## config.mk

```make
export PLATFORM = sky130hd
export DESIGN_NAME = humidity_temp_frame_decoder_unit
export DESIGN_NICKNAME = d
export VERILOG_FILES = /design/src/rtl/htfd_pkg.sv /design/src/rtl/humidity_temp_frame_decoder_unit.sv /design/src/rtl/htfd_crc8.sv /design/src/rtl/htfd_convert.sv
export SDC_FILE = /design/constraint.sdc
export NUM_CORES = 1
export LEC_CHECK = 0
export ABC_AREA = 1
export BUFFER_PORTS_ARGS = -buffer_cell sky130_fd_sc_hd__buf_2
export CORE_UTILIZATION = 42
export CTS_CLUSTER_DIAMETER = 100
export DETAILED_ROUTE_END_ITERATION = 12
export MAX_ROUTING_LAYER = met4
export PLACE_DENSITY = 0.65
export SYNTH_ARGS = -nofsm -noshare
export SYNTH_HDL_FRONTEND = slang
export SYNTH_SLANG_ARGS = --single-unit
```

## constraint.sdc

```tcl
create_clock -name clk_i -period 4.4 [get_ports clk_i]
set_input_delay 0.44 -clock clk_i [delete_from_list [all_inputs] [get_ports clk_i]]
set_output_delay 0.44 -clock clk_i [all_outputs]
set_load 0.005 [all_outputs]
```

## src/rtl/htfd_pkg.sv

```systemverilog
// Shared constants and types of the humidity and temperature frame decoder.
package htfd_pkg;

  // Frame byte positions; the position register holds the index of the next byte.
  localparam logic [2:0] POS_STATUS = 3'd0;
  localparam logic [2:0] POS_HUM_HI = 3'd1;
  localparam logic [2:0] POS_HUM_MID = 3'd2;
  localparam logic [2:0] POS_SPLIT = 3'd3;
  localparam logic [2:0] POS_TEMP_MID = 3'd4;
  localparam logic [2:0] POS_TEMP_LO = 3'd5;
  localparam logic [2:0] POS_CHECK = 3'd6;
  localparam logic [2:0] POS_IDLE = 3'd7;

  // CRC-8, MSB first, no reflection, no final xor.
  localparam logic [7:0] CRC_POLY = 8'h31;
  localparam logic [7:0] CRC_INIT = 8'hFF;

  // Busy flag position in the status byte.
  localparam int unsigned BUSY_BIT = 7;

  // Fixed-point scale factors; products are taken >> 20.
  localparam logic [13:0] HUM_SCALE = 14'd10000;
  localparam logic [14:0] TEMP_SCALE = 15'd20000;
  localparam logic [14:0] TEMP_OFFSET = 15'd5000;

  typedef enum logic [1:0] {
    STATUS_OK      = 2'd0,
    STATUS_CRC_ERR = 2'd1,
    STATUS_BUSY    = 2'd2
  } status_e;

endpackage

```

## src/rtl/humidity_temp_frame_decoder_unit.sv

```systemverilog
// The check byte is registered at the input; its result item is then registered in the result register.
// One byte per cycle unless the sink stalls; a result item follows each frame's seventh byte.
// Timing is set by the input register and the result register around the CRC and multipliers.
// Reset: async active low; clears valids, sets byte position to 0 and CRC to 0xFF.
// After reset the first byte is taken as the status byte, with or without frame start.
module humidity_temp_frame_decoder_unit (
  input  logic        clk_i,
  input  logic        rst_ni,
  // Input stream
  input  logic        s_axis_tvalid_i,
  output logic        s_axis_tready_o,
  input  logic [7:0]  s_axis_tdata_i,   // [7:0] frame_byte
  input  logic        s_axis_tuser_i,   // [0] frame_start
  // Output stream
  output logic        m_axis_tvalid_o,
  input  logic        m_axis_tready_i,
  // [1:0] frame_status, [21:2] humidity_raw, [41:22] temperature_raw,
  // [55:42] humidity_centi, [70:56] temperature_centi, [71] zero pad
  output logic [71:0] m_axis_tdata_o
);

  // ---------------------------------------------------------------------------
  // Input register: hold one item; refill whenever it moves on to the decode.
  // ---------------------------------------------------------------------------
  logic       in_valid_q, in_valid_d;
  logic [7:0] in_byte_q;
  logic       in_start_q;
  logic       advance;   // decode stage may move its item into the result reg
  logic       take_in;

  // The result register frees up when empty or when its item is taken.
  assign advance         = !m_axis_tvalid_o || m_axis_tready_i;
  assign s_axis_tready_o = !in_valid_q || advance;
  assign take_in         = s_axis_tvalid_i && s_axis_tready_o;

  always_comb begin
    in_valid_d = in_valid_q;
    if (take_in) begin
      in_valid_d = 1'b1;
    end else if (advance) begin
      in_valid_d = 1'b0;
    end
  end

  always_ff @(posedge clk_i or negedge rst_ni) begin
    if (!rst_ni) begin
      in_valid_q <= 1'b0;
    end else begin
      in_valid_q <= in_valid_d;
    end
  end

  always_ff @(posedge clk_i) begin
    if (take_in) begin
      in_byte_q  <= s_axis_tdata_i;
      in_start_q <= s_axis_tuser_i;
    end
  end

  // ---------------------------------------------------------------------------
  // Frame state: byte position, running CRC, busy flag and the two raw fields.
  // ---------------------------------------------------------------------------
  logic [2:0]  pos_q, pos_d, pos_eff;
  logic [7:0]  crc_q, crc_d, crc_eff, crc_next;
  logic        busy_q, busy_d;
  logic [19:0] hum_q, hum_d;
  logic [19:0] temp_q, temp_d;
  logic        step;        // the decode stage consumes its item this cycle
  logic        emit;        // this item is the check byte of a frame

  assign step = in_valid_q && advance;

  // A start flag restarts the count and the CRC before the byte is handled.
  assign pos_eff = in_start_q ? htfd_pkg::POS_STATUS : pos_q;
  assign crc_eff = in_start_q ? htfd_pkg::CRC_INIT : crc_q;
  assign emit    = step && (pos_eff == htfd_pkg::POS_CHECK);

  htfd_crc8 u_crc8 (
    .crc_i  (crc_eff),
    .data_i (in_byte_q),
    .crc_o  (crc_next)
  );

  always_comb begin
    pos_d  = pos_q;
    crc_d  = crc_q;
    busy_d = busy_q;
    hum_d  = hum_q;
    temp_d = temp_q;
    if (step) begin
      pos_d = pos_eff;
      crc_d = crc_eff;
      if (pos_eff < htfd_pkg::POS_CHECK) begin
        crc_d = crc_next;
        pos_d = pos_eff + 3'd1;
      end else if (pos_eff == htfd_pkg::POS_CHECK) begin
        // Frame done: go idle and drop bytes until the next start.
        pos_d = htfd_pkg::POS_IDLE;
      end
      case (pos_eff)
        htfd_pkg::POS_STATUS:   busy_d = in_byte_q[htfd_pkg::BUSY_BIT];
        htfd_pkg::POS_HUM_HI:   hum_d[19:12] = in_byte_q;
        htfd_pkg::POS_HUM_MID:  hum_d[11:4] = in_byte_q;
        htfd_pkg::POS_SPLIT: begin
          hum_d[3:0]    = in_byte_q[7:4];
          temp_d[19:16] = in_byte_q[3:0];
        end
        htfd_pkg::POS_TEMP_MID: temp_d[15:8] = in_byte_q;
        htfd_pkg::POS_TEMP_LO:  temp_d[7:0] = in_byte_q;
        default: ;
      endcase
    end
  end

  always_ff @(posedge clk_i or negedge rst_ni) begin
    if (!rst_ni) begin
      pos_q  <= htfd_pkg::POS_STATUS;
      crc_q  <= htfd_pkg::CRC_INIT;
      busy_q <= 1'b0;
      hum_q  <= '0;
      temp_q <= '0;
    end else begin
      pos_q  <= pos_d;
      crc_q  <= crc_d;
      busy_q <= busy_d;
      hum_q  <= hum_d;
      temp_q <= temp_d;
    end
  end

  // ---------------------------------------------------------------------------
  // Check and convert: CRC mismatch wins over busy.
  // ---------------------------------------------------------------------------
  htfd_pkg::status_e  status;
  logic [13:0]        hum_centi;
  logic signed [14:0] temp_centi;

  always_comb begin
    if (crc_eff != in_byte_q) begin
      status = htfd_pkg::STATUS_CRC_ERR;
    end else if (busy_q) begin
      status = htfd_pkg::STATUS_BUSY;
    end else begin
      status = htfd_pkg::STATUS_OK;
    end
  end

  htfd_convert u_convert (
    .hum_raw_i    (hum_q),
    .temp_raw_i   (temp_q),
    .status_i     (status),
    .hum_centi_o  (hum_centi),
    .temp_centi_o (temp_centi)
  );

  // ---------------------------------------------------------------------------
  // Result register: load on the check byte, hold while the sink stalls.
  // ---------------------------------------------------------------------------
  logic        out_valid_q, out_valid_d;
  logic [71:0] out_data_q;

  always_comb begin
    out_valid_d = out_valid_q;
    if (advance) begin
      out_valid_d = emit;
    end
  end

  always_ff @(posedge clk_i or negedge rst_ni) begin
    if (!rst_ni) begin
      out_valid_q <= 1'b0;
    end else begin
      out_valid_q <= out_valid_d;
    end
  end

  always_ff @(posedge clk_i) begin
    if (emit) begin
      out_data_q <= {1'b0, temp_centi, hum_centi, temp_q, hum_q, status};
    end
  end

  assign m_axis_tvalid_o = out_valid_q;
  assign m_axis_tdata_o  = out_data_q;

endmodule

```

## src/rtl/htfd_crc8.sv

```systemverilog
// Byte-wide CRC-8 update, polynomial 0x31, MSB first.
module htfd_crc8 (
  input  logic [7:0] crc_i,
  input  logic [7:0] data_i,
  output logic [7:0] crc_o
);

  logic [7:0] c;

  always_comb begin
    c = crc_i ^ data_i;
    for (int i = 0; i < 8; i++) begin
      if (c[7]) begin
        c = {c[6:0], 1'b0} ^ htfd_pkg::CRC_POLY;
      end else begin
        c = {c[6:0], 1'b0};
      end
    end
    crc_o = c;
  end

endmodule

```

## src/rtl/htfd_convert.sv

```systemverilog
// Conversion of raw humidity and temperature into hundredths, gated by status.
module htfd_convert (
  input  logic [19:0]          hum_raw_i,
  input  logic [19:0]          temp_raw_i,
  input  htfd_pkg::status_e    status_i,
  output logic [13:0]          hum_centi_o,
  output logic signed [14:0]   temp_centi_o
);

  logic [33:0] hum_prod;
  logic [34:0] temp_prod;
  logic [14:0] temp_scaled;

  assign hum_prod    = 34'(hum_raw_i) * 34'(htfd_pkg::HUM_SCALE);
  assign temp_prod   = 35'(temp_raw_i) * 35'(htfd_pkg::TEMP_SCALE);
  // Offset wraps in 15 bits, matching two's complement of the result range.
  assign temp_scaled = temp_prod[34:20] - htfd_pkg::TEMP_OFFSET;

  always_comb begin
    if (status_i == htfd_pkg::STATUS_OK) begin
      hum_centi_o  = hum_prod[33:20];
      temp_centi_o = temp_scaled;
    end else begin
      hum_centi_o  = '0;
      temp_centi_o = '0;
    end
  end

endmodule
```

# Word-level counts from Yosys, hierarchy flattened
# Cells that the tools add are included.
# word_totals
reg_bits	134
wordCells	69
output_inout_bits	74
input_bits	13
# classes
addsub	2
eq_ne	7
n_mux	17
magnitude_cmp	1
reduce_logical	16
n_bitwise	9
multipliers	2
# ops
cell	count
$mul A20 B10 Y30 const B	2
$mux W6	8
$not A3 Y3	8
$mux W8	2
$sub A15 B13 Y15 const B	1
$reduce_and A2 Y1	6
$eq A3 B3 Y1 const B	3
$mux W3	3
$ne A8 B8 Y1	1
$xor A8 B8 Y8	1
$eq A3 B2 Y1 const B	2
$mux W2	2
$add A3 B1 Y3 const B	1
$eq A3 B1 Y1 const B	1
$logic_and A1 B1 Y1	3
$logic_not A3 Y1	1
$lt A3 B3 Y1 const B	1
$logic_not A1 Y1	2
$logic_not A2 Y1	1
$logic_or A1 B1 Y1	2
$mux W1	2
$reduce_bool A2 Y1	1

# Logic depth before layout (Yosys ltp)
# Gate-level depths: netlist (run 1).
# depth
word_depth	19
depth_mapped	30
ltp_nobuf	30

# Modules after synthesis
# From an unflattened synthesis (run 1), not the netlist that was laid out.
# hier_totals
hier_cells	1464
hier_area_um2	12562.0
# by_module_without_submodules
mod	area_per_inst_um2	seq_area_each_um2	cells_each	n_inst
htfd_convert	7343.3	0.0	1038	1
humidity_temp_frame_decoder_unit	4780.8	3763.6	338	1
htfd_crc8	437.9	0.0	88	1

# Least setup slack after synthesis (run 1)
# No wires, ideal clock.
# synth_timing
kind	register to register
from	register temp_q[4]
to	register out_data_q[69] (netlist: m_axis_tdata_o[69]) (data pin)
path_stages_with_launch	30
required_time_ns	4.147
slack_ns	-0.247
setup_ns	0.253
period_less_slack_ns	4.647
n_path_buf	0
arrival_ns	4.394
cell_sequence	dfrtp_1 > inv_1 > fa_1 > inv_1 > ha_1 > inv_1 > fa_1 > inv_1 > ha_1 > inv_1 > fa_1 > inv_1 > ha_1 > nand2_1 > inv_1 > a21oi_1 > nand2_1 > nand2_1 > nand2_1 > nand2_1 > nand2_1 > ha_1 > inv_1 > nor2_1 > nand2_1 > nand3_2 > nand2_2 > nand2_1 > nor2_1 > nor2_1
# synth_between
elab_chain_len	2
# synth_rtl
element	line	source
from (decl)	humidity_temp_frame_decoder_unit.sv:67	logic [19:0] temp_q, temp_d;
from (signal assigned)	humidity_temp_frame_decoder_unit.sv:127	temp_q <= temp_d;
$mul A20 B10 Y30	htfd_convert.sv:15	assign temp_prod = 35'(temp_raw_i) * 35'(htfd_pkg::TEMP_SCALE);
$sub A15 B13 Y15	htfd_convert.sv:17	assign temp_scaled = temp_prod[34:20] - htfd_pkg::TEMP_OFFSET;
to (signal assigned)	humidity_temp_frame_decoder_unit.sv:179	out_data_q <= {1'b0, temp_centi, hum_centi, temp_q, hum_q, status};
to (decl)	humidity_temp_frame_decoder_unit.sv:160	logic [71:0] out_data_q;
# No other way between the ends.
# A chain may end at the register's enable or synchronous reset.

# Final worst setup path (run 1)
# layout_timing
from	register temp_q[11]
to	register out_data_q[70] (netlist: m_axis_tdata_o[70]) (data pin)
# Same word-level chain as after synthesis.

==> flow_summary.toml, run 1 <==
[sta]
worstMarginPinSlew_ns = 0.926
slew_headroom = 0.381
hold_viol = 0
min_period_ns = 4.66
whs_ns = 0.134
setup_violations = 10
setup_ws_ns = -0.257
rsz0062_at_grt = "true"
fin_skew_ns = 0.0161
report.final.slew_viol_count = 0
clock.fmax_mhz = 215
tns_ns = -1.15
fin_crit_sh = 1.06

[setup_path]
cpMaxStageDelayCell = "fa_1"
critPathKind = "reg2reg"
critPathMaxFanout = 4
start_kind = "flip-flop"
max_stage_delay_ns = 0.56
arrival_ns = 4.85
crit_top_cell = "nand2_1"
worstPathRequired_ns = 4.59
end_kind = "flip-flop"

[clock_tree]
hold_buffers = 0
root_buffer = "clkbuf_16"
cts_sinks = 134
cts_buffers = 17
cts_buffer_depth = 2
cts_tree = "done"
clk_pin_slew_ns = 0.07
htree_levels = 4
clock_latency_ns = 0.44

[floorplan]
dieArea_um2 = 28800
die_x_um = 170
core_um2 = 27700
dieHeight_um = 170
rows = 61
start_util = 0.426
io-pin-count = 87

[detailed_routing]
drtIter0Drc = 482
routed_wirelength_mm = 28.7
vias = 9243
routed_via_density = 4.76
dr.pass1.iters = 6
antenna_left = 0
wl_per_cell_um = 14.8
drc = 0

[yosys]
async_flop_share = 0.403
synth_edf_count = 80
ys.flop_type = "edfxtp_1"
ys_seq_area_frac = 0.319
ys_top_cells_by_area = "edfxtp_1 (20%), ha_1 (18%), fa_1 (16%), dfrtp_1 (9.7%), inv_1 (9.5%)"
yosysWarnings = 0
syn_area_um2 = 11800
synth_seq_cells = 134
syn_nets = 1561
synth.top_cell.area_share = 0.203
synth.avg_cell_area_um2 = 9.15
synth_cell_types = 49
netlist_instances = 1290
synth_area_leader_cell = "edfxtp_1"

[placement]
hpwlAfterDp_mm = 21.8
place_congestion = 0.876
io_buffers = 85
place_worst_setup_slack_ns = -0.268

[global_routing]
antenna_found_initial = 1
overflow = 0
grt_pass1_vias = 9070
grt_usage = 0.210
grt_max_degree = 55
grt_pass1_wl_mm = 45.6

[final_layout]
drive_gt1_frac = 0.348
diodes = 0
nets = 1821
fin_util = 0.557
syn_to_final_growth_pct = 30.8

[run_status]
violations = "negative setup slack"
outcome = "finished, violations left"

[job]
maxCapViolCount = 0

[hold_path]
hp-class = "in2async"
[layout by cell type, fill, tap and decap left out, types with 40 or more instances in the layout]
cell type / n
inv_1: 261
ha_1: 136
o21ai_0: 57
a21oi_2: 40
buf_4: 154
nand2_1: 196
nor2_1: 43
fa_1: 91
edfxtp_1: 80
buf_2: 85
[kinds of logic (layout without fill, tap and decap cells)]
| logic type | after synthesis | after routing | share of synthesized area |
|---|---|---|---|
| flip-flops | 134 | 134 | 0.319 |
| buffers and inverters | 314 | 587 | 0.102 |
| XOR/XNOR | 23 | 23 | 0.0209 |
| other | 1 | 1 | 0.000318 |
| adder cells (fa/ha/maj) | 258 | 258 | 0.332 |
| AND/OR/NAND/NOR | 386 | 386 | 0.140 |
| AO/OA/AOI/OAI | 174 | 174 | 0.0855 |
[cell usage after synthesis, types with 2 or more instances]
cell type  count
nand2_2        7
nor2_2         6
dfstp_2        8
o21bai_1       8
nor4_1         2
buf_6          2
a21oi_1       62
ha_1         166
nand3_2        3
nand3_1       32
nand2_1      243
o31ai_1        2
a31oi_1        2
xor2_1        16
xor2_2         5
inv_1        300
edfxtp_1      80
a21oi_2       11
inv_2          4
clkbuf_1       6
o21a_1         4
or2_2          2
nor2_1        57
nand4_1       11
o21ai_0       62
fa_1          92
nand3b_1       5
nor3_1        12
o21ai_1        6
dfrtp_1       46
o21ai_2       10
[through the flow]
stage | instance area [um^2] | std cells
final | 15400 | 1941
after global routing | 15400 | 1941
after CTS | 14800 | 1922
after detailed placement | 13800 | 1871
after global placement | 13800 | 1871
after floorplan | 12000 | 1290
[worst paths after layout]
kind,startpoint,to,slack (ns),cells past startpoint
min reg2reg,crc_q[5],crc_q[5],0.47,2
min in group clk_i,s_axis_tdata_i[1],in_byte_q[1],0.18,1
max in group asynchronous,rst_ni,temp_q[17],3.76,2
max,temp_q[11],m_axis_tdata_o[70],-0.26,25
min,rst_ni,hum_q[17],0.13,2
max reg2reg,temp_q[11],m_axis_tdata_o[70],-0.26,25
[routing by layer]
layer / up-vias / part of all wire / GRT usage
met5: - / 0 / -
met3: 33 / 0.040 / 0.0292
met4: 0 / 0.013 / 0.0454
li1: 4631 / - / -
met1: 4386 / 0.49 / 0.295
met2: 193 / 0.46 / 0.323
[worst max-delay path, delay by kind of cell (launching register included)]
kind	cells	cell delay, ns
adders and majority gates	6	2.31
buffers and inverters	5	0.36
DFF	1	0.36
and+or+nand+nor	12	1.05
AOI/OAI and AO/OA	2	0.35
[final cells by class]
class / instances / area [um^2]
fillers: 2426 / 12300
multi-input cells: 842 / 7730
flip-flops and latches: 134 / 3780
repair buffers: 251 / 1730
inverters: 304 / 1150
well taps: 378 / 473
clock buffers: 17 / 425
clock inverters: 15 / 159
[state kept, by name, summed over array words and instances (netlist names)]
| signal | flops |
|---|---|
| m_axis_tdata_o | 71 |
| hum_q | 20 |
| temp_q | 20 |
| crc_q | 8 |
| in_byte_q | 8 |
| pos_q | 3 |
| busy_q | 1 |
| in_start_q | 1 |
| in_valid_q | 1 |
| m_axis_tvalid_o | 1 |
[what timing repair did]
action | 4_1_cts | 5_1_grt
pin swaps | 42 | 81
buffers inserted | 19 | 20
setup endpoints to repair | 21 | 23
resized for setup | 75 | 130
Power of run 1 is not shown: default switching activity piles up to over one toggle a cycle in this logic, so the estimate is an artifact.
==> inputs of run 2 (changes only) <==
--- a/config.mk
+++ b/config.mk
@@ -7,11 +7,11 @@
 export LEC_CHECK = 0
 export ABC_AREA = 1
 export BUFFER_PORTS_ARGS = -buffer_cell sky130_fd_sc_hd__buf_2
-export CORE_UTILIZATION = 42
+export CORE_UTILIZATION = 35
 export CTS_CLUSTER_DIAMETER = 100
 export DETAILED_ROUTE_END_ITERATION = 12
 export MAX_ROUTING_LAYER = met4
-export PLACE_DENSITY = 0.65
+export PLACE_DENSITY = 0.57
 export SYNTH_ARGS = -nofsm -noshare
 export SYNTH_HDL_FRONTEND = slang
 export SYNTH_SLANG_ARGS = --single-unit
==> run 2 against run 1 <==
Net effect: the flow still finishes with violations (negative setup slack); cell count increased by 2.8%; critical path depth rose by 5; global-route usage shrank 3.5 points; die area up 20%; sequential cell count is the same; core utilization decreased by 8.7 points; final area barely moved; hold slack worse by 0.0054 ns; wire length decreased by 2.5%.
==> flow_summary.toml, run 2 (synthesis gave the netlist of run 1 again) <==
[run_status]
outcome = "finished, violations left"
violations = "negative setup slack"

[sta]
fin_skew_ns = 0.0118
slew_headroom = 0.342
setup_violations = 8
worstMarginPinSlew_ns = 0.985
fin_crit_sh = 1.04
min_period_ns = 4.56
rsz0062_at_grt = "true"
clock.fmax_mhz = 219
setup_ws_ns = -0.165
report.final.slew_viol_count = 0
hold_viol = 0

[final_layout]
mostFrequentLayoutCell = "inv_1"
final_cell_mix = "inv_1 (267), nand2_1 (197), buf_4 (148)"
drive_gt1_frac = 0.334
largest_reg_flops = 71
finalInstanceArea_um2 = 15500
nets = 1811
syn_to_final_growth_pct = 30.9
diodes = 0
fillCellCount = 3183
multi_input_area_um2 = 7730
instances_no_fill = 1995
seqCellArea_um2 = 3780

[placement]
place_inst = 1935
place_congestion = 0.892
placed_area_um2 = 13900
hpwlAfterDp_mm = 21.9
io_buffers = 85

[setup_path]
max_stage_delay_ns = 0.54
start_kind = "flip-flop"
r2r_end = "m_axis_tdata_o[69]"
critPathKind = "reg2reg"
worstPathRequired_ns = 4.58
reg2reg_from = "temp_q[4]"
critPathMaxFanout = 3
cpMaxStageDelayCell = "fa_1"
end_kind = "flip-flop"
crit_top_cell = "nand2_2"
arrival_ns = 4.75
rr_worst_depth = 30
r2r_slack_ns = -0.16

[clock_tree]
clock_latency_ns = 0.44
hold_buffers = 0
cts_tree = "done"
root_buffer = "clkbuf_16"
cts_buffers = 17
cts_sinks = 134
cts_buffer_depth = 2
clk_pin_slew_ns = 0.06
htree_levels = 4

[detailed_routing]
wl_per_cell_um = 14.0
drtIter0Drc = 463
antenna_left = 0
drc = 0
vias = 8970
routed_wirelength_mm = 27.9
routed_via_density = 4.50
dr.pass1.iters = 5

[floorplan]
io-pin-count = 87
core_um2 = 32900
die_x_um = 186
start_util = 0.359
dieHeight_um = 186
rows = 66
dieArea_um2 = 34500

[global_routing]
antenna_found_initial = 0
overflow = 0
grt_usage = 0.175
grt_max_degree = 55
grt_pass1_vias = 8806
grt_pass1_wl_mm = 45.2

[hold_path]
hp-class = "in2async"

[job]
maxCapViolCount = 0
-- run 2: cell types whose count changed in the layout (fill, tap and decap cells not counted), sizes merged --
cell and delta:
bufinv +2, inv -5, clkinvlp +2, clkinv -1
clkbuf +2, buf -10
-- run 2: stage by stage --
| stage | utilization | worst slack, ns | hold slack [ns] | setup TNS (ns) |
|---|---|---|---|---|
| 3_5_place_dp | 0.424 | -0.241 | 0.463 | -2.42 |
| 6_report | 0.470 | -0.165 | 0.129 | -0.679 |
| 4_1_cts | 0.455 | -0.114 | 0.150 | -0.519 |
| 2_1_floorplan | - | -0.0544 | 0.144 | -0.0544 |
| 3_3_place_gp | 0.424 | -0.197 | 0.457 | -1.72 |
| 5_1_grt | 0.470 | -0.382 | 0.162 | -3.06 |
-- run 2: repair_timing --
action	CTS	global route
endpoints found under the setup margin	18	23
gates resized for setup	82	96
setup buffers	13	15
hold endpoints to repair	0	0
pin swaps	45	75
-- run 2: worst max-delay path by stage --
| stage | from | to | depth (start not counted) |
|---|---|---|---|
| final | temp_q[4] | m_axis_tdata_o[69] | 30 |
| after global routing | temp_q[10] | m_axis_tdata_o[69] | 30 |
| after CTS | temp_q[5] | m_axis_tdata_o[69] | 30 |
| after detailed placement | temp_q[13] | m_axis_tdata_o[70] | 23 |
| after global placement | temp_q[8] | m_axis_tdata_o[69] | 27 |
| after floorplan | temp_q[6] | m_axis_tdata_o[69] | 30 |
-- run 2: layer usage --
metal / vias to the layer above / wire, um / GRT usage
li1: 4613 / - / -
met1: 4197 / 14400 / 0.249
met2: 140 / 12300 / 0.258
met3: 20 / 921 / 0.0301
met4: 0 / 293 / 0.0420
met5: - / 0 / -
-- run 2: area by class of cell --
type	count	share of cell area
clock inverters	13	0.0110
well taps	442	0.0358
inverters	304	0.0745
multi-input cells	842	0.500
repair buffers	241	0.106
clock buffers	19	0.0280
flip-flops and latches	134	0.245
-- run 2: worst max-delay path, delay by kind of cell (launching register included) --
family / cells / cell delay [ns]
fa+ha+maj: 7 / 2.50
buf+inv: 7 / 0.30
flops: 1 / 0.38
simple gates: 16 / 1.14
Power of run 2 is left out for the same reason.
